$ cat src/hw/rtl/fee_pkg.sv
package fee_pkg;

    localparam int ADDR_W   = 11;
    localparam int DATA_W   = 8;
    localparam int ACTION_W = 3;
    localparam int ADDR_MAX = (1 << ADDR_W) - 1;

    localparam int BYTES_EMULATED_DEF = 2048;
    localparam int COPY_COUNT_DEF     = 8;

    localparam logic [DATA_W-1:0] ERASED_BYTE = 8'hFF;

    localparam logic REQ_READ  = 1'b0;
    localparam logic REQ_WRITE = 1'b1;

    localparam logic [ACTION_W-1:0] ACT_READ      = 3'd0;
    localparam logic [ACTION_W-1:0] ACT_UNCHANGED = 3'd1;
    localparam logic [ACTION_W-1:0] ACT_IN_PLACE  = 3'd2;
    localparam logic [ACTION_W-1:0] ACT_NEW_COPY  = 3'd3;
    localparam logic [ACTION_W-1:0] ACT_ERASED    = 3'd4;

    // Flags from the shared byte compare unit.
    typedef struct packed {
        logic a_erased;
        logic b_erased;
        logic equal;
        logic clear_only;
    } cmp_flags_t;

    // Number of restoring steps that bring any address below the byte count.
    function automatic int mod_steps(input int bytes);
        int steps;
        steps = 0;
        while ((bytes << steps) <= ADDR_MAX) begin
            steps++;
        end
        return steps;
    endfunction

endpackage

$ cat src/hw/rtl/fee_byte_unit.sv
module fee_byte_unit (
    input  logic [fee_pkg::DATA_W-1:0] a,
    input  logic [fee_pkg::DATA_W-1:0] b,
    output fee_pkg::cmp_flags_t        flags
);

    // Operand a is the stored byte, operand b the new value. Programming can
    // only clear bits, so b fits over a when it sets no bit that a lacks.
    always_comb
    begin
        flags.a_erased   = (a == fee_pkg::ERASED_BYTE);
        flags.b_erased   = (b == fee_pkg::ERASED_BYTE);
        flags.equal      = (a == b);
        flags.clear_only = ((~a & b) == '0);
    end

endmodule

$ cat config.mk
export PLATFORM = sky130hd
export DESIGN_NAME = fee_byte_unit
export DESIGN_NICKNAME = d
export VERILOG_FILES = /design/src/hw/rtl/fee_pkg.sv /design/src/hw/rtl/fee_byte_unit.sv
export SDC_FILE = /design/constraint.sdc
export NUM_CORES = 1
export LEC_CHECK = 0
export BUFFER_PORTS_ARGS = -buffer_cell sky130_fd_sc_hd__clkbuf_2
export CAP_MARGIN = 5
export CORE_AREA = 10 10 47 49
export DETAILED_ROUTE_END_ITERATION = 12
export DIE_AREA = 0 0 57 59
export PLACE_DENSITY = 0.53
export SETUP_SLACK_MARGIN = 0.15
export SYNTH_ARGS = -nofsm -noshare
export SYNTH_HDL_FRONTEND = slang
export SYNTH_SLANG_ARGS = --single-unit
$ cat constraint.sdc
create_clock -name vclk -period 1.8
set_input_delay 0.54 -clock vclk [all_inputs]
set_output_delay 0.54 -clock vclk [all_outputs]
set_load 0.02 [all_outputs]
==> results.ini <==
[outcome]
run_status = finished with violations
violations = negative setup slack

[power]
power.density_mw_per_mm2 = 198
ir_drop_uv = 72.9
p_leak_nw = 0.281

[finish]
seq_cells = 0
final_util_pct = 47.9
n_antenna_cell = 0
ff_latch_area_sq_um = 0
layout-drive-gt1-share_pct = 85.2
layout.nets = 80
clkbuf_count = 0
final.fill_count = 134
syn2layout_area_growth_pct = 240

[synth]
synth_fp_nets = 52
ys_types = 5
ys_seq_area_share_pct = 0
yosys-top-cells-count = ha_1, inv_1, nand4_1
synth_area_per_cell_sq_um = 7.06
yosys.area.top_type = ha_1
syn_inst = 28
synthTopCellsByArea = ha_1, nand4_1, inv_1, nor2_1, or4_1
yosys.area.top_type_share_pct = 50.6
yosys_warnings = 0
syn_area_sq_um = 198

[route]
num_vias = 306
drt_pre_antenna_iters = 3
avgRoutedWirePerCell_um = 13.8
vias_per_cell = 4.37
routed_wl_um = 969
ant_nets = 0
drcViolationCount = 0
drt_iter0_drc = 1

[timing]
min_period_ns = 2.11
rsz0062_at_grt = true
timing_hold_violations_final = 0
tightest_slew_ns = 0.142
slew-limit-headroom_pct = 90.5
whs_ns = 1.42
setup_violations = 2
finalCritPeriodShare_pct = 117
worst_slack_ns = -0.307
fmax_mhz = 475
slew_violations = 0

[grt]
grt_util_all_layers_pct = 5.57
first_global_vias = 364
grt_overflow = 0
grt_pass1_wl_um = 1580
grt_max_degree = 3
grt_antenna_before_repair = 0

[floorplan]
dieArea_sq_mm = 0.00336
coreArea_sq_mm = 0.00140
row_count = 14
die_height_um = 59
initial_utilization_pct = 14.1
ios = 20
die_w_um = 57

[placed_design]
place_congestion = 0.739
port_buffers = 20
dpl.hpwl_um = 893

[worst_setup_path]
crit_fanout = 2
cp.required_ns = 1.26
criticalPathCategory = primary input to output port
cp.arrival_ns = 1.57
end_kind = output port
startpoint_type = primary input

[run]
cap_violations = 0

[min_path]
hold_class = primary input to output port

==> worst paths after layout <==
kind / from / end / slack, ns / cells past startpoint
worst max-delay path: a[0] / flags[0] / -0.31 / 6
worst min-delay path: b[0] / flags[2] / 1.42 / 4
==> cells in the final DEF, fill, tap and decap left out, drive strengths merged <==
cell	instances
buf	22
ha	8
inv	8
nand4	6
clkbuf	4
nor2	4
or4	2
==> routing by layer <==
layer / GRT usage, % / wire (um) / up-vias
met4: 1.01 / 0 / 0
met3: 2.15 / 100 / 0
met5: 0 / 0 / -
met1: 5.81 / 362 / 141
met2: 10.4 / 505 / 13
li1: - / - / 152
==> critical path: stages <==
cell    delay, ns
buf_8        0.08
inv_6        0.03
ha_4         0.13
or4_4        0.54
nor2_4       0.13
buf_8        0.11
==> final cells by class <==
class / count / area (sq um) / share of cell area [%]
well taps: 16 / 20.0 / 2.98
inverters: 8 / 55.1 / 8.19
multi-input cells: 20 / 290 / 43.2
repair buffers: 26 / 307 / 45.6
==> cell families (layout without fill, tap and decap cells) <==
logic type / Yosys count / count (layout) / share of synthesized area, %
adders and majority gates: 8 / 8 / 50.6
buffers and inverters: 8 / 34 / 15.2
and+or+nand+nor: 12 / 12 / 34.2
==> power by group <==
part | internal [mW] | leakage [nW] | total (mW) | switching (mW)
clock | 0 | 0 | 0 | 0
sequential | 0 | 0 | 0 | 0
combinational | 0.0835 | 0.281 | 0.133 | 0.0494
==> per-stage QoR <==
stage                     TNS [ns]  area [sq um]  total power, mW  cells  setup WS [ns]
final                       -0.344           672            0.133     70         -0.307
after global routing        -0.428           672            0.146     70         -0.347
after CTS                   -0.447           591            0.116     69         -0.350
after detailed placement    -0.566           480           0.0942     68         -0.420
after global placement      -0.556           480           0.0916     68         -0.415
after floorplan             -0.132           330           0.0421     28         -0.132
==> repair_timing <==
item	in CTS	in global routing
setup endpoints to repair	4	4
pin swaps	10	12
resized for setup	19	32
buffers inserted	1	1
hold buffers	0	0
endpoints found under the hold margin	0	0
No activity file was read; power rests on OpenSTA's default activity.
