`src/hw/rtl/fee_pkg.sv`:
```
package fee_pkg;

    localparam int ADDR_W   = 11;
    localparam int DATA_W   = 8;
    localparam int ACTION_W = 3;
    localparam int ADDR_MAX = (1 << ADDR_W) - 1;

    localparam int BYTES_EMULATED_DEF = 2048;
    localparam int COPY_COUNT_DEF     = 8;

    localparam logic [DATA_W-1:0] ERASED_BYTE = 8'hFF;

    localparam logic REQ_READ  = 1'b0;
    localparam logic REQ_WRITE = 1'b1;

    localparam logic [ACTION_W-1:0] ACT_READ      = 3'd0;
    localparam logic [ACTION_W-1:0] ACT_UNCHANGED = 3'd1;
    localparam logic [ACTION_W-1:0] ACT_IN_PLACE  = 3'd2;
    localparam logic [ACTION_W-1:0] ACT_NEW_COPY  = 3'd3;
    localparam logic [ACTION_W-1:0] ACT_ERASED    = 3'd4;

    // Flags from the shared byte compare unit.
    typedef struct packed {
        logic a_erased;
        logic b_erased;
        logic equal;
        logic clear_only;
    } cmp_flags_t;

    // Number of restoring steps that bring any address below the byte count.
    function automatic int mod_steps(input int bytes);
        int steps;
        steps = 0;
        while ((bytes << steps) <= ADDR_MAX) begin
            steps++;
        end
        return steps;
    endfunction

endpackage

```
`src/hw/rtl/fee_addr_mod.sv`:
```
module fee_addr_mod #(
    parameter int BYTES_EMULATED = fee_pkg::BYTES_EMULATED_DEF,
    localparam int AW            = $clog2(BYTES_EMULATED)
) (
    input  logic                       clk,
    input  logic                       rst_n,
    input  logic                       start,
    input  logic [fee_pkg::ADDR_W-1:0] address,
    output logic                       done,
    output logic [AW-1:0]              rem
);

    localparam int STEPS = fee_pkg::mod_steps(BYTES_EMULATED);
    localparam int CNT_W = (STEPS > 0) ? $clog2(STEPS + 1) : 1;

    logic [fee_pkg::ADDR_W-1:0] r_reg, r_next;
    logic [CNT_W-1:0]           cnt_reg, cnt_next;
    logic                       busy_reg, busy_next;
    logic [fee_pkg::ADDR_W-1:0] divisor;

    // One restoring subtract per cycle, largest shifted divisor first.
    always_comb
    begin
        r_next    = r_reg;
        cnt_next  = cnt_reg;
        busy_next = busy_reg;
        divisor   = fee_pkg::ADDR_W'(BYTES_EMULATED) << (cnt_reg - CNT_W'(1));
        done      = busy_reg && (cnt_reg == '0);
        if (start)
        begin
            r_next    = address;
            cnt_next  = CNT_W'(STEPS);
            busy_next = 1'b1;
        end
        else if (busy_reg)
        begin
            if (cnt_reg == '0)
            begin
                busy_next = 1'b0;
            end
            else
            begin
                if (r_reg >= divisor)
                begin
                    r_next = r_reg - divisor;
                end
                cnt_next = cnt_reg - CNT_W'(1);
            end
        end
    end

    always_ff @(posedge clk or negedge rst_n)
    begin
        if (!rst_n)
        begin
            cnt_reg  <= '0;
            busy_reg <= 1'b0;
        end
        else
        begin
            cnt_reg  <= cnt_next;
            busy_reg <= busy_next;
        end
    end

    always_ff @(posedge clk)
    begin
        r_reg <= r_next;
    end

    assign rem = AW'(r_reg);

    a_rem_in_range: assert property (@(posedge clk) disable iff (!rst_n)
        done |-> (r_reg < BYTES_EMULATED))
        else $error("address remainder not below the byte count");

    a_start_busy: assert property (@(posedge clk) disable iff (!rst_n)
        start |=> busy_reg)
        else $error("modulo unit did not start");

endmodule

```
`config.mk`:
```
export PLATFORM = sky130hd
export DESIGN_NAME = fee_addr_mod
export DESIGN_NICKNAME = d
export VERILOG_FILES = /design/src/hw/rtl/fee_pkg.sv /design/src/hw/rtl/fee_addr_mod.sv
export SDC_FILE = /design/constraint.sdc
export NUM_CORES = 1
export LEC_CHECK = 0
export CORE_AREA = 10 10 47 49
export DETAILED_ROUTE_END_ITERATION = 12
export DIE_AREA = 0 0 57 59
export DONT_BUFFER_PORTS = 1
export HOLD_SLACK_MARGIN = 0.1
export PLACE_DENSITY = 0.6
export RECOVER_POWER = 25
export SETUP_SLACK_MARGIN = 0.2
export SYNTH_ARGS = -nofsm -noshare
export SYNTH_HDL_FRONTEND = slang
export SYNTH_SLANG_ARGS = --single-unit
```
`constraint.sdc`:
```
create_clock -name clk -period 1.9 [get_ports clk]
set_input_delay 0.57 -clock clk [delete_from_list [all_inputs] [get_ports clk]]
set_output_delay 0.57 -clock clk [all_outputs]
set_load 0.02 [all_outputs]
```
==> report_table.html, run 1 <==
<table>
<tr><th>Metric</th><th>Value</th></tr>
<tr><th colspan="2">Power</th></tr>
<tr><td>Fraction of power spent switching nets</td><td>0.222</td></tr>
<tr><td>Total power divided by cell area</td><td>976 nW/um^2</td></tr>
<tr><td>Internal cell power</td><td>418 uW</td></tr>
<tr><td>Comb pwr share</td><td>0.053</td></tr>
<tr><td>Relative contribution of sequential cells to total power</td><td>0.646</td></tr>
<tr><td>IR Drop Worst-Case VDD</td><td>377 uV</td></tr>
<tr><td>Leakage Power</td><td>0.210 nW</td></tr>
<tr><td>Proportion of power drawn by the clock network</td><td>0.301</td></tr>
<tr><td>Net switching component of the power</td><td>119 uW</td></tr>
<tr><th colspan="2">Logic synthesis</th></tr>
<tr><td>Post-synthesis instance area</td><td>513 sq um</td></tr>
<tr><td>Syn nets</td><td>40</td></tr>
<tr><td>Total number of yosys warnings</td><td>0</td></tr>
<tr><td>Sequential share of the synthesized area</td><td>0.693</td></tr>
<tr><td>Synthesized area divided by synthesized cell count</td><td>19.7 sq um</td></tr>
<tr><td>Count of different cell masters after synthesis</td><td>7</td></tr>
<tr><td>Synth Instances</td><td>26</td></tr>
<tr><td>Flop and latch count out of synthesis</td><td>12</td></tr>
<tr><th colspan="2">Route</th></tr>
<tr><td>First-pass DRT Iterations</td><td>2</td></tr>
<tr><td>Via/cell ratio</td><td>4.89</td></tr>
<tr><td>DR DRC count</td><td>0</td></tr>
<tr><td>Average wire per cell in the routed design</td><td>20.4 microns</td></tr>
<tr><td>Total wirelength of the detailed-routed design</td><td>897 microns</td></tr>
<tr><td>Starting DRC count in detailed routing</td><td>3</td></tr>
<tr><td>Number of nets with antenna violations after routing</td><td>0</td></tr>
<tr><td>Via total after detailed routing</td><td>215</td></tr>
<tr><th colspan="2">Floorplan</th></tr>
<tr><td>Initial Utilization</td><td>0.366</td></tr>
<tr><td>I/O pin total</td><td>26</td></tr>
<tr><td>Die area</td><td>3360 sq um</td></tr>
<tr><td>Vertical extent of the die</td><td>59 microns</td></tr>
<tr><td>Core Region</td><td>1400 sq um</td></tr>
<tr><td># rows</td><td>14</td></tr>
<tr><td>Die outline width</td><td>57 microns</td></tr>
<tr><th colspan="2">Timing</th></tr>
<tr><td>Setup skew after layout</td><td>0 ns</td></tr>
<tr><td>Setup repair after global routing missed its margin</td><td>no</td></tr>
<tr><td>Final critical delay including setup and external delays</td><td>1.34 ns</td></tr>
<tr><td>Setup_tns</td><td>0 ns</td></tr>
<tr><td>Hold Fails Final Rpt</td><td>0</td></tr>
<tr><td>F_max</td><td>0.745 GHz</td></tr>
<tr><td>PnR worst setup slack</td><td>0.557 ns</td></tr>
<tr><td>Worst relative slew slack</td><td>0.829</td></tr>
<tr><td>Number of setup violations in the final report</td><td>0</td></tr>
<tr><td>Final slew viol count</td><td>0</td></tr>
<tr><td>Post-route fraction of the period consumed by the critical path</td><td>0.707</td></tr>
<tr><td>Worst slew pin tran</td><td>0.256 ns</td></tr>
<tr><th colspan="2">Clock tree</th></tr>
<tr><td>Clock root cell</td><td>clkbuf_4</td></tr>
<tr><td>Number of buffers inserted during clock tree synthesis</td><td>3</td></tr>
<tr><td>Clock latency on the worst-skew pair</td><td>0.26 ns</td></tr>
<tr><td># H-tree levels</td><td>1</td></tr>
<tr><td>TritonCTS clock tree</td><td>built</td></tr>
<tr><td>Clock sink count</td><td>12</td></tr>
<tr><td>Post-cts gate resize count</td><td>0</td></tr>
<tr><td>Clock-pin transition on the worst setup and hold timing paths</td><td>0.07 ns</td></tr>
<tr><td>Maximum clock path buffer count</td><td>2</td></tr>
<tr><th colspan="2">Critical path</th></tr>
<tr><td>Setup CP Type</td><td>reg -&gt; out</td></tr>
<tr><td>Worst-case register-to-register setup slack</td><td>0.84 ns</td></tr>
<tr><td>Crit. End Element</td><td>output port</td></tr>
<tr><td>Top fanout value on the critical path</td><td>2</td></tr>
<tr><td>Worst Reg2Reg Path Length in Cells</td><td>1</td></tr>
<tr><td>Required time of the worst setup path</td><td>1.33 ns</td></tr>
<tr><td>Data arrival, critical path</td><td>0.77 ns</td></tr>
<tr><td>Stages on worst setup path</td><td>0</td></tr>
<tr><td>Startpoint class of the critical path</td><td>flop</td></tr>
<tr><th colspan="2">Finish</th></tr>
<tr><td>Area of the multi-input gates</td><td>139 sq um</td></tr>
<tr><td>Reg area</td><td>355 sq um</td></tr>
<tr><td>Area Growth Syn to Fin</td><td>7.32%</td></tr>
<tr><td>Nets</td><td>43</td></tr>
<tr><td>Post-Layout Cell Count</td><td>44</td></tr>
<tr><td>Largest register FFs</td><td>11</td></tr>
<tr><td>Filler instances</td><td>141</td></tr>
<tr><td>Fraction of final layout cells with drive strength greater than 1</td><td>0.500</td></tr>
<tr><td>Post-route cell area</td><td>551 sq um</td></tr>
<tr><td># diodes</td><td>0</td></tr>
<tr><th colspan="2">Min path</th></tr>
<tr><td>Worst min-delay path class</td><td>in -&gt; reg</td></tr>
<tr><td>Number of cells on the worst hold path</td><td>0</td></tr>
<tr><th colspan="2">Place</th></tr>
<tr><td>Placed cell count</td><td>39</td></tr>
<tr><td>Cell area reported after detailed placement</td><td>514 sq um</td></tr>
<tr><td>Pre-CTS setup slack</td><td>0.766 ns</td></tr>
<tr><td>Routability congestion estimate</td><td>0.545</td></tr>
<tr><td>Number of port buffers</td><td>0</td></tr>
<tr><th colspan="2">Global route</th></tr>
<tr><td>Number of antenna violations at the first check in global routing</td><td>0</td></tr>
<tr><td>Overflow left after global routing</td><td>0</td></tr>
<tr><td>Via count of the first global-routing pass</td><td>227</td></tr>
<tr><td>Overall global routing resource usage</td><td>0.0525</td></tr>
<tr><td>Pin count of the biggest net entering global routing</td><td>24</td></tr>
<tr><td>First-pass GRT wire length</td><td>1.28 mm</td></tr>
<tr><th colspan="2">Run</th></tr>
<tr><td>Max-capacitance violation count</td><td>0</td></tr>
<tr><th colspan="2">Outcome</th></tr>
<tr><td>Status</td><td>finished clean</td></tr>
</table>
==> per-stage QoR <==
| stage | power, mW | hold slack (ns) | utilization |
|---|---|---|---|
| detailed placement | 0.381 | 0.274 | 0.367 |
| floorplan | 0.384 | 0.274 | - |
| CTS | 0.546 | 0.326 | 0.393 |
| global route | 0.568 | 0.307 | 0.393 |
| global placement | 0.381 | 0.274 | 0.367 |
| finish | 0.537 | 0.337 | 0.393 |
==> cell type report <==
cell class                 count  area share
sequential                    12       0.645
multi-input combinational     11       0.252
clock buffer                   4      0.0477
tap                           16      0.0364
timing repair buffer           1      0.0182
==> cell families (layout without fill, tap and decap cells) <==
logic type / Yosys count / in the layout / synth area share
DFF: 12 / 12 / 0.693
muxes: 8 / 8 / 0.227
and+or+nand+nor: 3 / 3 / 0.0439
buffers and inverters: 3 / 5 / 0.0366
==> power groups by stage <==
stage | logic, mW | registers [mW] | clock network, mW
floorplan | 0.0352 | 0.349 | 0
global placement | 0.0265 | 0.354 | 0
detailed placement | 0.0268 | 0.355 | 0
CTS | 0.0289 | 0.349 | 0.168
global route | 0.0304 | 0.350 | 0.188
finish | 0.0287 | 0.347 | 0.162
==> layer usage <==
layer	share of wire	GRT usage	wire length, microns	vias to the layer above
met5	0	0	0	-
met4	0	0.0302	0	0
met3	0.13	0.0515	120	0
met2	0.51	0.0791	453	13
met1	0.36	0.0442	323	103
li1	-	-	-	99
==> cell usage after synthesis <==
| cell type | n | area, sq um |
|---|---|---|
| edfxtp_1 | 11 | 330 |
| mux2_4 | 7 | 105 |
| and2_2 | 3 | 22.5 |
| clkbuf_1 | 2 | 7.51 |
| buf_6 | 1 | 11.3 |
| dfrtp_1 | 1 | 25.0 |
| mux2_2 | 1 | 11.3 |
==> worst paths after layout <==
kind,from,end
max in group asynchronous,rst_n,busy_reg
max reg2reg,rem[9],rem[9]
min in group asynchronous,rst_n,busy_reg
min reg2reg,rem[10],rem[10]
max,rem[9],rem[9]
min,start,busy_reg
==> cells in the final DEF, fill, tap and decap left out <==
master         instances
clkbuf_1               1
clkbuf_4               3
and2_2                 3
dlygate4sd3_1          1
dfrtp_1                1
mux2_4                 7
mux2_2                 1
edfxtp_1              11
==> timing repair <==
| item | 4_1_cts | 5_1_grt |
|---|---|---|
| hold buffers | 1 | 0 |
| endpoints found under the hold margin | 1 | 0 |
| setup buffers | 0 | 0 |
Power figures use the tool's default switching activity.
==> run 2: changes to the inputs <==
==> constraint.sdc (replaced) <==
create_clock -name clk -period 1.3 [get_ports clk]
set_input_delay 0.39 -clock clk [delete_from_list [all_inputs] [get_ports clk]]
set_output_delay 0.39 -clock clk [all_outputs]
set_load 0.02 [all_outputs]
==> run 2 against run 1 <==
Sequential power up 39%. Worst hold slack got worse by 0.18 ns. Via count up 34%. Critical path type unchanged. Total power is 59% higher. Die area unchanged. Largest cell class unchanged. Sequential share of layout area fell by 15 points. Critical path depth rose by 1. Flip-flop and latch count is the same. Clock power rose by 44%. Global-route usage up 0.67 points. Combinational power rose to 4.7 times the previous value.
==> report_table.html, run 2 (synthesis gave the netlist of run 1 again) <==
<table>
<tr><th>Metric</th><th>Value</th></tr>
<tr><th colspan="2">Timing</th></tr>
<tr><td>Worst relative slew slack</td><td>0.861 (+0.0318)</td></tr>
<tr><td>Final critical delay including setup and external delays</td><td>1.23 ns</td></tr>
<tr><td>Final slew viol count</td><td>0 (unchanged)</td></tr>
<tr><td>Setup_tns</td><td>0 ns (unchanged)</td></tr>
<tr><td>PnR worst setup slack</td><td>0.0717 ns (-0.486 ns)</td></tr>
<tr><td>Setup repair after global routing missed its margin</td><td>yes</td></tr>
<tr><td>Setup skew after layout</td><td>0 ns (unchanged)</td></tr>
<tr><td>Worst slew pin tran</td><td>0.209 ns (-0.0473 ns)</td></tr>
<tr><td>Hold Fails Final Rpt</td><td>0 (unchanged)</td></tr>
<tr><td>Post-route fraction of the period consumed by the critical path</td><td>0.945</td></tr>
<tr><td>Number of setup violations in the final report</td><td>0 (unchanged)</td></tr>
<tr><td>F_max</td><td>0.814 GHz</td></tr>
<tr><th colspan="2">Critical path</th></tr>
<tr><td>Worst Reg2Reg Path Length in Cells</td><td>3 (+2)</td></tr>
<tr><td>Sequence of cells on the critical path</td><td>buf_6</td></tr>
<tr><td>Setup CP Type</td><td>reg -&gt; out</td></tr>
<tr><td>R2R Path End</td><td>rem[4]</td></tr>
<tr><td>Worst-case register-to-register setup slack</td><td>0.12 ns (-0.72 ns)</td></tr>
<tr><td>Delay contributed by the slowest stage of the critical path</td><td>0.42 ns</td></tr>
<tr><td>Stages on worst setup path</td><td>1 (+1)</td></tr>
<tr><td>Worst-path cell with the longest stage delay</td><td>edfxtp_1</td></tr>
<tr><td>Buffer and inverter count on the worst path</td><td>1</td></tr>
<tr><td>Startpoint class of the critical path</td><td>flop</td></tr>
<tr><td>CP startpoint</td><td>rem[4]</td></tr>
<tr><td>Required time of the worst setup path</td><td>0.91 ns (-0.42 ns)</td></tr>
<tr><td>Critical path's top delay family</td><td>flip-flops</td></tr>
<tr><td>Reg2reg start</td><td>rem[4]</td></tr>
<tr><td>Data arrival, critical path</td><td>0.84 ns (+0.07 ns)</td></tr>
<tr><td>Crit. End Element</td><td>output port</td></tr>
<tr><td>Top fanout value on the critical path</td><td>2 (unchanged)</td></tr>
<tr><td>Critical Path End</td><td>rem[4]</td></tr>
<tr><th colspan="2">Floorplan</th></tr>
<tr><td>I/O pin total</td><td>26 (unchanged)</td></tr>
<tr><td>Initial Utilization</td><td>0.366 (unchanged)</td></tr>
<tr><td># rows</td><td>14 (unchanged)</td></tr>
<tr><td>Die outline width</td><td>57 microns (unchanged)</td></tr>
<tr><td>Vertical extent of the die</td><td>59 microns (unchanged)</td></tr>
<tr><td>Die area</td><td>3360 sq um (unchanged)</td></tr>
<tr><td>Core Region</td><td>1400 sq um (unchanged)</td></tr>
<tr><th colspan="2">Global route</th></tr>
<tr><td>Overflow left after global routing</td><td>0 (unchanged)</td></tr>
<tr><td>Overall global routing resource usage</td><td>0.0592 (+0.00669)</td></tr>
<tr><td>Number of antenna violations at the first check in global routing</td><td>0 (unchanged)</td></tr>
<tr><td>Via count of the first global-routing pass</td><td>298 (+31%)</td></tr>
<tr><td>Pin count of the biggest net entering global routing</td><td>24 (unchanged)</td></tr>
<tr><td>First-pass GRT wire length</td><td>1.45 mm (+13%)</td></tr>
<tr><th colspan="2">Finish</th></tr>
<tr><td>Area of the multi-input gates</td><td>139 sq um (unchanged)</td></tr>
<tr><td>Most frequent cells in the layout</td><td>edfxtp_1 (11), buf_4 (10), buf_6 (8)</td></tr>
<tr><td>Commonest non-fill, non-tap cell in the layout</td><td>edfxtp_1</td></tr>
<tr><td>Nets</td><td>61 (+42%)</td></tr>
<tr><td>Post-route cell area</td><td>717 sq um (+30%)</td></tr>
<tr><td>Fraction of final layout cells with drive strength greater than 1</td><td>0.717 (+0.217)</td></tr>
<tr><td>Filler instances</td><td>135 (-4.3%)</td></tr>
<tr><td># diodes</td><td>0 (unchanged)</td></tr>
<tr><td>Post-layout utilization of the core</td><td>0.512 (+0.119)</td></tr>
<tr><td>Reg area</td><td>357 sq um (+0.35%)</td></tr>
<tr><td>Area Growth Syn to Fin</td><td>39.8%</td></tr>
<tr><td>Largest register FFs</td><td>11 (unchanged)</td></tr>
<tr><th colspan="2">Power</th></tr>
<tr><td>IR Drop Worst-Case VDD</td><td>413 uV (+9.6%)</td></tr>
<tr><td>Leakage Power</td><td>0.305 nW (+46%)</td></tr>
<tr><td>Sum of internal, switching and leakage power</td><td>852 uW (+59%)</td></tr>
<tr><td>Total power divided by cell area</td><td>1190 nW/um^2 (+22%)</td></tr>
<tr><th colspan="2">Route</th></tr>
<tr><td>Starting DRC count in detailed routing</td><td>0 (-3)</td></tr>
<tr><td>DR DRC count</td><td>0 (unchanged)</td></tr>
<tr><td>Average wire per cell in the routed design</td><td>16.7 microns (-18%)</td></tr>
<tr><td>Total wirelength of the detailed-routed design</td><td>1.04 mm (+15%)</td></tr>
<tr><td>Via/cell ratio</td><td>4.65 (-4.9%)</td></tr>
<tr><td>Via total after detailed routing</td><td>288 (+34%)</td></tr>
<tr><td>First-pass DRT Iterations</td><td>1 (-1)</td></tr>
<tr><td>Number of nets with antenna violations after routing</td><td>0 (unchanged)</td></tr>
<tr><th colspan="2">Clock tree</th></tr>
<tr><td>Clock sink count</td><td>12 (unchanged)</td></tr>
<tr><td>Clock root cell</td><td>clkbuf_4</td></tr>
<tr><td>Clock latency on the worst-skew pair</td><td>0.27 ns (about the same)</td></tr>
<tr><td>Number of buffers inserted during clock tree synthesis</td><td>3 (unchanged)</td></tr>
<tr><td>TritonCTS clock tree</td><td>built</td></tr>
<tr><td>Clock-pin transition on the worst setup and hold timing paths</td><td>0.08 ns (about the same)</td></tr>
<tr><td>Maximum clock path buffer count</td><td>2 (unchanged)</td></tr>
<tr><td># H-tree levels</td><td>1 (unchanged)</td></tr>
<tr><th colspan="2">Place</th></tr>
<tr><td>Routability congestion estimate</td><td>0.572 (+4.8%)</td></tr>
<tr><td>Pre-CTS setup slack</td><td>0.347 ns (-0.418 ns)</td></tr>
<tr><td>Cell area reported after detailed placement</td><td>574 sq um (+12%)</td></tr>
<tr><td>Number of port buffers</td><td>0 (unchanged)</td></tr>
<tr><th colspan="2">Run</th></tr>
<tr><td>Max-capacitance violation count</td><td>0 (unchanged)</td></tr>
<tr><th colspan="2">Outcome</th></tr>
<tr><td>Status</td><td>finished clean</td></tr>
<tr><th colspan="2">Min path</th></tr>
<tr><td>Worst min-delay path class</td><td>in -&gt; reg</td></tr>
</table>
run 2: cell types whose count changed in the layout (fill, tap and decap cells not counted), sizes merged:
cell	change
buf	+18
run 2: area by class of cell:
cell class,count,share of cell area
Clock buffer,4,0.0366
Multi-Input combinational cell,11,0.194
Sequential cell,12,0.497
Tap cell,16,0.0279
Timing Repair Buffer,19,0.244
run 2: power by group:
group	internal [mW]	switching (mW)
Clock	0.118	0.115
Combinational	0.0913	0.0426
Sequential	0.457	0.0274
run 2: stage by stage:
step / hold WS, ns / instances
after CTS: 0.140 / 58
final: 0.158 / 62
after floorplan: 0.0944 / 26
after global routing: 0.118 / 62
after global placement: 0.0945 / 47
after detailed placement: 0.0945 / 47
run 2: layer usage:
layer,vias up,wire length [microns],GRT usage
met5,-,0,0
met1,141,321,0.0469
met3,0,140,0.0579
met4,0,0,0.0302
li1,134,-,-
met2,13,572,0.0946
run 2: timing repair:
item | 4_1_cts | 5_1_grt
gates resized for setup | 9 | 0
hold buffers | 1 | 0
endpoints found under the hold margin | 1 | 0
setup endpoints to repair | 12 | 12
setup buffers | 6 | 4
run 2: how the worst min path moves through the flow:
stage	start	end	slack, ns	cells after the start
finish	start	busy_reg	0.16	0
global route	start	busy_reg	0.12	0
CTS	start	busy_reg	0.14	0
detailed placement	rst_n	busy_reg	0.09	0
global placement	rst_n	busy_reg	0.09	0
floorplan	rst_n	busy_reg	0.09	0
==> run 3: changes to the inputs <==
--- a/config.mk
+++ b/config.mk
@@ -11,7 +11,7 @@
 export DONT_BUFFER_PORTS = 1
 export HOLD_SLACK_MARGIN = 0.1
 export PLACE_DENSITY = 0.6
-export RECOVER_POWER = 25
+export RECOVER_POWER = 100
 export SETUP_SLACK_MARGIN = 0.2
 export SYNTH_ARGS = -nofsm -noshare
 export SYNTH_HDL_FRONTEND = slang
==> run 3 against run 2 <==
Wire length down 1.9%. Die area unchanged. Sequential share of layout area increased by 3.3 points. Register-to-register slack improved by 0.02 ns. Global-route usage is the same. Core utilization decreased by 3.4 points. Critical path depth unchanged. Critical path type unchanged. Largest cell class unchanged. Highest routed layer unchanged.
==> report_table.html, run 3 (synthesis gave the netlist of run 1 again) <==
<table>
<tr><th>Metric</th><th>Value</th></tr>
<tr><th colspan="2">Route</th></tr>
<tr><td>Total wirelength of the detailed-routed design</td><td>1.02 mm (-1.9%)</td></tr>
<tr><td>First-pass DRT Iterations</td><td>2 (+1)</td></tr>
<tr><td>Via total after detailed routing</td><td>288 (unchanged)</td></tr>
<tr><td>Number of nets with antenna violations after routing</td><td>0 (unchanged)</td></tr>
<tr><td>Starting DRC count in detailed routing</td><td>3 (+3)</td></tr>
<tr><td>Average wire per cell in the routed design</td><td>16.4 microns (-1.9%)</td></tr>
<tr><td>Via/cell ratio</td><td>4.65 (unchanged)</td></tr>
<tr><td>DR DRC count</td><td>0 (unchanged)</td></tr>
<tr><th colspan="2">Timing</th></tr>
<tr><td>Setup repair after global routing missed its margin</td><td>yes</td></tr>
<tr><td>Setup skew after layout</td><td>0 ns (unchanged)</td></tr>
<tr><td>Setup_tns</td><td>0 ns (unchanged)</td></tr>
<tr><td>Post-route fraction of the period consumed by the critical path</td><td>0.947 (+0.00181)</td></tr>
<tr><td>Number of setup violations in the final report</td><td>0 (unchanged)</td></tr>
<tr><td>Final slew viol count</td><td>0 (unchanged)</td></tr>
<tr><td>Worst relative slew slack</td><td>0.862 (+0.00100)</td></tr>
<tr><td>Worst slew pin tran</td><td>0.207 ns (-0.00180 ns)</td></tr>
<tr><td>Final critical delay including setup and external delays</td><td>1.23 ns (+0.00236 ns)</td></tr>
<tr><td>Hold Fails Final Rpt</td><td>0 (unchanged)</td></tr>
<tr><td>F_max</td><td>0.813 GHz (-0.19%)</td></tr>
<tr><th colspan="2">Finish</th></tr>
<tr><td>Commonest non-fill, non-tap cell in the layout</td><td>edfxtp_1</td></tr>
<tr><td>Post-layout utilization of the core</td><td>0.478 (-0.0339)</td></tr>
<tr><td>Nets</td><td>61 (unchanged)</td></tr>
<tr><td>Fraction of final layout cells with drive strength greater than 1</td><td>0.674 (-0.0435)</td></tr>
<tr><td>Most frequent cells in the layout</td><td>edfxtp_1 (11), clkbuf_4 (10), mux2_4 (6), buf_4 (6)</td></tr>
<tr><td>Area Growth Syn to Fin</td><td>30.5%</td></tr>
<tr><td># diodes</td><td>0 (unchanged)</td></tr>
<tr><td>Filler instances</td><td>140 (+3.7%)</td></tr>
<tr><td>Largest register FFs</td><td>11 (unchanged)</td></tr>
<tr><th colspan="2">Global route</th></tr>
<tr><td>Via count of the first global-routing pass</td><td>298 (unchanged)</td></tr>
<tr><td>Overflow left after global routing</td><td>0 (unchanged)</td></tr>
<tr><td>Pin count of the biggest net entering global routing</td><td>24 (unchanged)</td></tr>
<tr><td>First-pass GRT wire length</td><td>1.45 mm (unchanged)</td></tr>
<tr><td>Number of antenna violations at the first check in global routing</td><td>0 (unchanged)</td></tr>
<tr><td>Overall global routing resource usage</td><td>0.0592 (unchanged)</td></tr>
<tr><th colspan="2">Power</th></tr>
<tr><td>Relative contribution of sequential cells to total power</td><td>0.580 (+0.012)</td></tr>
<tr><td>Internal cell power</td><td>646 uW (-3.1%)</td></tr>
<tr><td>IR Drop Worst-Case VDD</td><td>405 uV (-2.0%)</td></tr>
<tr><td>Leakage Power</td><td>0.286 nW (-6.1%)</td></tr>
<tr><td>Comb pwr share</td><td>0.138 (-0.019)</td></tr>
<tr><td>Net switching component of the power</td><td>181 uW (-2.5%)</td></tr>
<tr><td>Fraction of power spent switching nets</td><td>0.219 (+0.00117)</td></tr>
<tr><td>Proportion of power drawn by the clock network</td><td>0.283 (+0.008)</td></tr>
<tr><td>Total power divided by cell area</td><td>1240 nW/um^2 (+3.9%)</td></tr>
<tr><th colspan="2">Floorplan</th></tr>
<tr><td>Initial Utilization</td><td>0.366 (unchanged)</td></tr>
<tr><td># rows</td><td>14 (unchanged)</td></tr>
<tr><td>Core Region</td><td>1400 sq um (unchanged)</td></tr>
<tr><td>I/O pin total</td><td>26 (unchanged)</td></tr>
<tr><td>Vertical extent of the die</td><td>59 microns (unchanged)</td></tr>
<tr><td>Die outline width</td><td>57 microns (unchanged)</td></tr>
<tr><td>Die area</td><td>3360 sq um (unchanged)</td></tr>
<tr><th colspan="2">Critical path</th></tr>
<tr><td>Delay contributed by the slowest stage of the critical path</td><td>0.40 ns (-0.02 ns)</td></tr>
<tr><td>Startpoint class of the critical path</td><td>flop</td></tr>
<tr><td>Setup CP Type</td><td>reg -&gt; out</td></tr>
<tr><td>Required time of the worst setup path</td><td>0.91 ns (about the same)</td></tr>
<tr><td>CP startpoint</td><td>rem[7]</td></tr>
<tr><td>Sequence of cells on the critical path</td><td>buf_4</td></tr>
<tr><td>Crit. End Element</td><td>output port</td></tr>
<tr><td>Data arrival, critical path</td><td>0.84 ns (about the same)</td></tr>
<tr><td>Worst-path cell with the longest stage delay</td><td>edfxtp_1</td></tr>
<tr><td>Reg2reg start</td><td>rem[4]</td></tr>
<tr><td>Buffer and inverter count on the worst path</td><td>1 (unchanged)</td></tr>
<tr><td>Critical path's top delay family</td><td>flip-flops</td></tr>
<tr><td>Top fanout value on the critical path</td><td>2 (unchanged)</td></tr>
<tr><th colspan="2">Clock tree</th></tr>
<tr><td>Maximum clock path buffer count</td><td>2 (unchanged)</td></tr>
<tr><td>Number of buffers inserted during clock tree synthesis</td><td>3 (unchanged)</td></tr>
<tr><td>Clock root cell</td><td>clkbuf_4</td></tr>
<tr><td>Clock latency on the worst-skew pair</td><td>0.27 ns (about the same)</td></tr>
<tr><td>TritonCTS clock tree</td><td>built</td></tr>
<tr><td># H-tree levels</td><td>1 (unchanged)</td></tr>
<tr><td>Clock sink count</td><td>12 (unchanged)</td></tr>
<tr><td>Clock-pin transition on the worst setup and hold timing paths</td><td>0.07 ns (about the same)</td></tr>
<tr><th colspan="2">Place</th></tr>
<tr><td>Routability congestion estimate</td><td>0.572 (unchanged)</td></tr>
<tr><td>Number of port buffers</td><td>0 (unchanged)</td></tr>
<tr><th colspan="2">Min path</th></tr>
<tr><td>Hold path startpoint</td><td>start</td></tr>
<tr><td>Worst min-delay path class</td><td>in -&gt; reg</td></tr>
<tr><th colspan="2">Outcome</th></tr>
<tr><td>Status</td><td>finished clean</td></tr>
<tr><th colspan="2">Run</th></tr>
<tr><td>Max-capacitance violation count</td><td>0 (unchanged)</td></tr>
</table>
[run 3: cell types whose count changed in the layout (fill, tap and decap cells not counted), sizes merged]
cell / delta
clkbuf: +9
buf: -9
[run 3: power groups by stage]
stage | combinational, mW | sequential (mW) | clock (mW)
5_1_grt | 0.121 | 0.483 | 0.279
3_5_place_dp | 0.0916 | 0.490 | 0
2_1_floorplan | 0.0514 | 0.509 | 0
4_1_cts | 0.124 | 0.484 | 0.248
3_3_place_gp | 0.0910 | 0.489 | 0
6_report | 0.114 | 0.479 | 0.234
[run 3: worst paths after layout]
path,endpoint,slack [ns],cells past startpoint
max in group asynchronous,busy_reg,0.87,1
min in group asynchronous,busy_reg,0.33,1
min,busy_reg,0.16,0
max,rem[7],0.07,1
min reg2reg,rem[7],0.60,1
max reg2reg,rem[4],0.14,3
[run 3: per-layer routing]
metal	wire length (microns)	share of wire	GRT usage	vias up
met1	317	0.31	0.0469	141
met2	562	0.55	0.0946	13
met5	0	0	0	-
li1	-	-	-	134
met4	0	0	0.0302	0
met3	135	0.13	0.0579	0
[run 3: stage by stage]
| step | instances | instance area (sq um) | power [mW] | hold WS, ns | worst slack (ns) |
|---|---|---|---|---|---|
| after floorplan | 26 | 513 | 0.561 | 0.0944 | 0.235 |
| after global placement | 47 | 574 | 0.580 | 0.0945 | 0.349 |
| after detailed placement | 47 | 574 | 0.582 | 0.0945 | 0.347 |
| after CTS | 58 | 687 | 0.856 | 0.140 | 0.0537 |
| after global routing | 62 | 669 | 0.884 | 0.121 | 0.00796 |
| final | 62 | 669 | 0.827 | 0.160 | 0.0693 |
[run 3: layout make-up]
| cell class | instances | area [sq um] | share of cell area |
|---|---|---|---|
| clock buffers | 4 | 26.3 | 0.0393 |
| multi-input cells | 11 | 135 | 0.202 |
| flip-flops and latches | 12 | 355 | 0.531 |
| well taps | 16 | 20.0 | 0.0299 |
| repair buffers | 19 | 133 | 0.198 |
[run 3: timing repair]
item | CTS | global route
cloned | 0 | 0
gates resized for setup | 9 | 0
endpoints found under the hold margin | 1 | 0
setup endpoints to repair | 12 | 12
buffers inserted | 6 | 4
hold buffers | 1 | 0
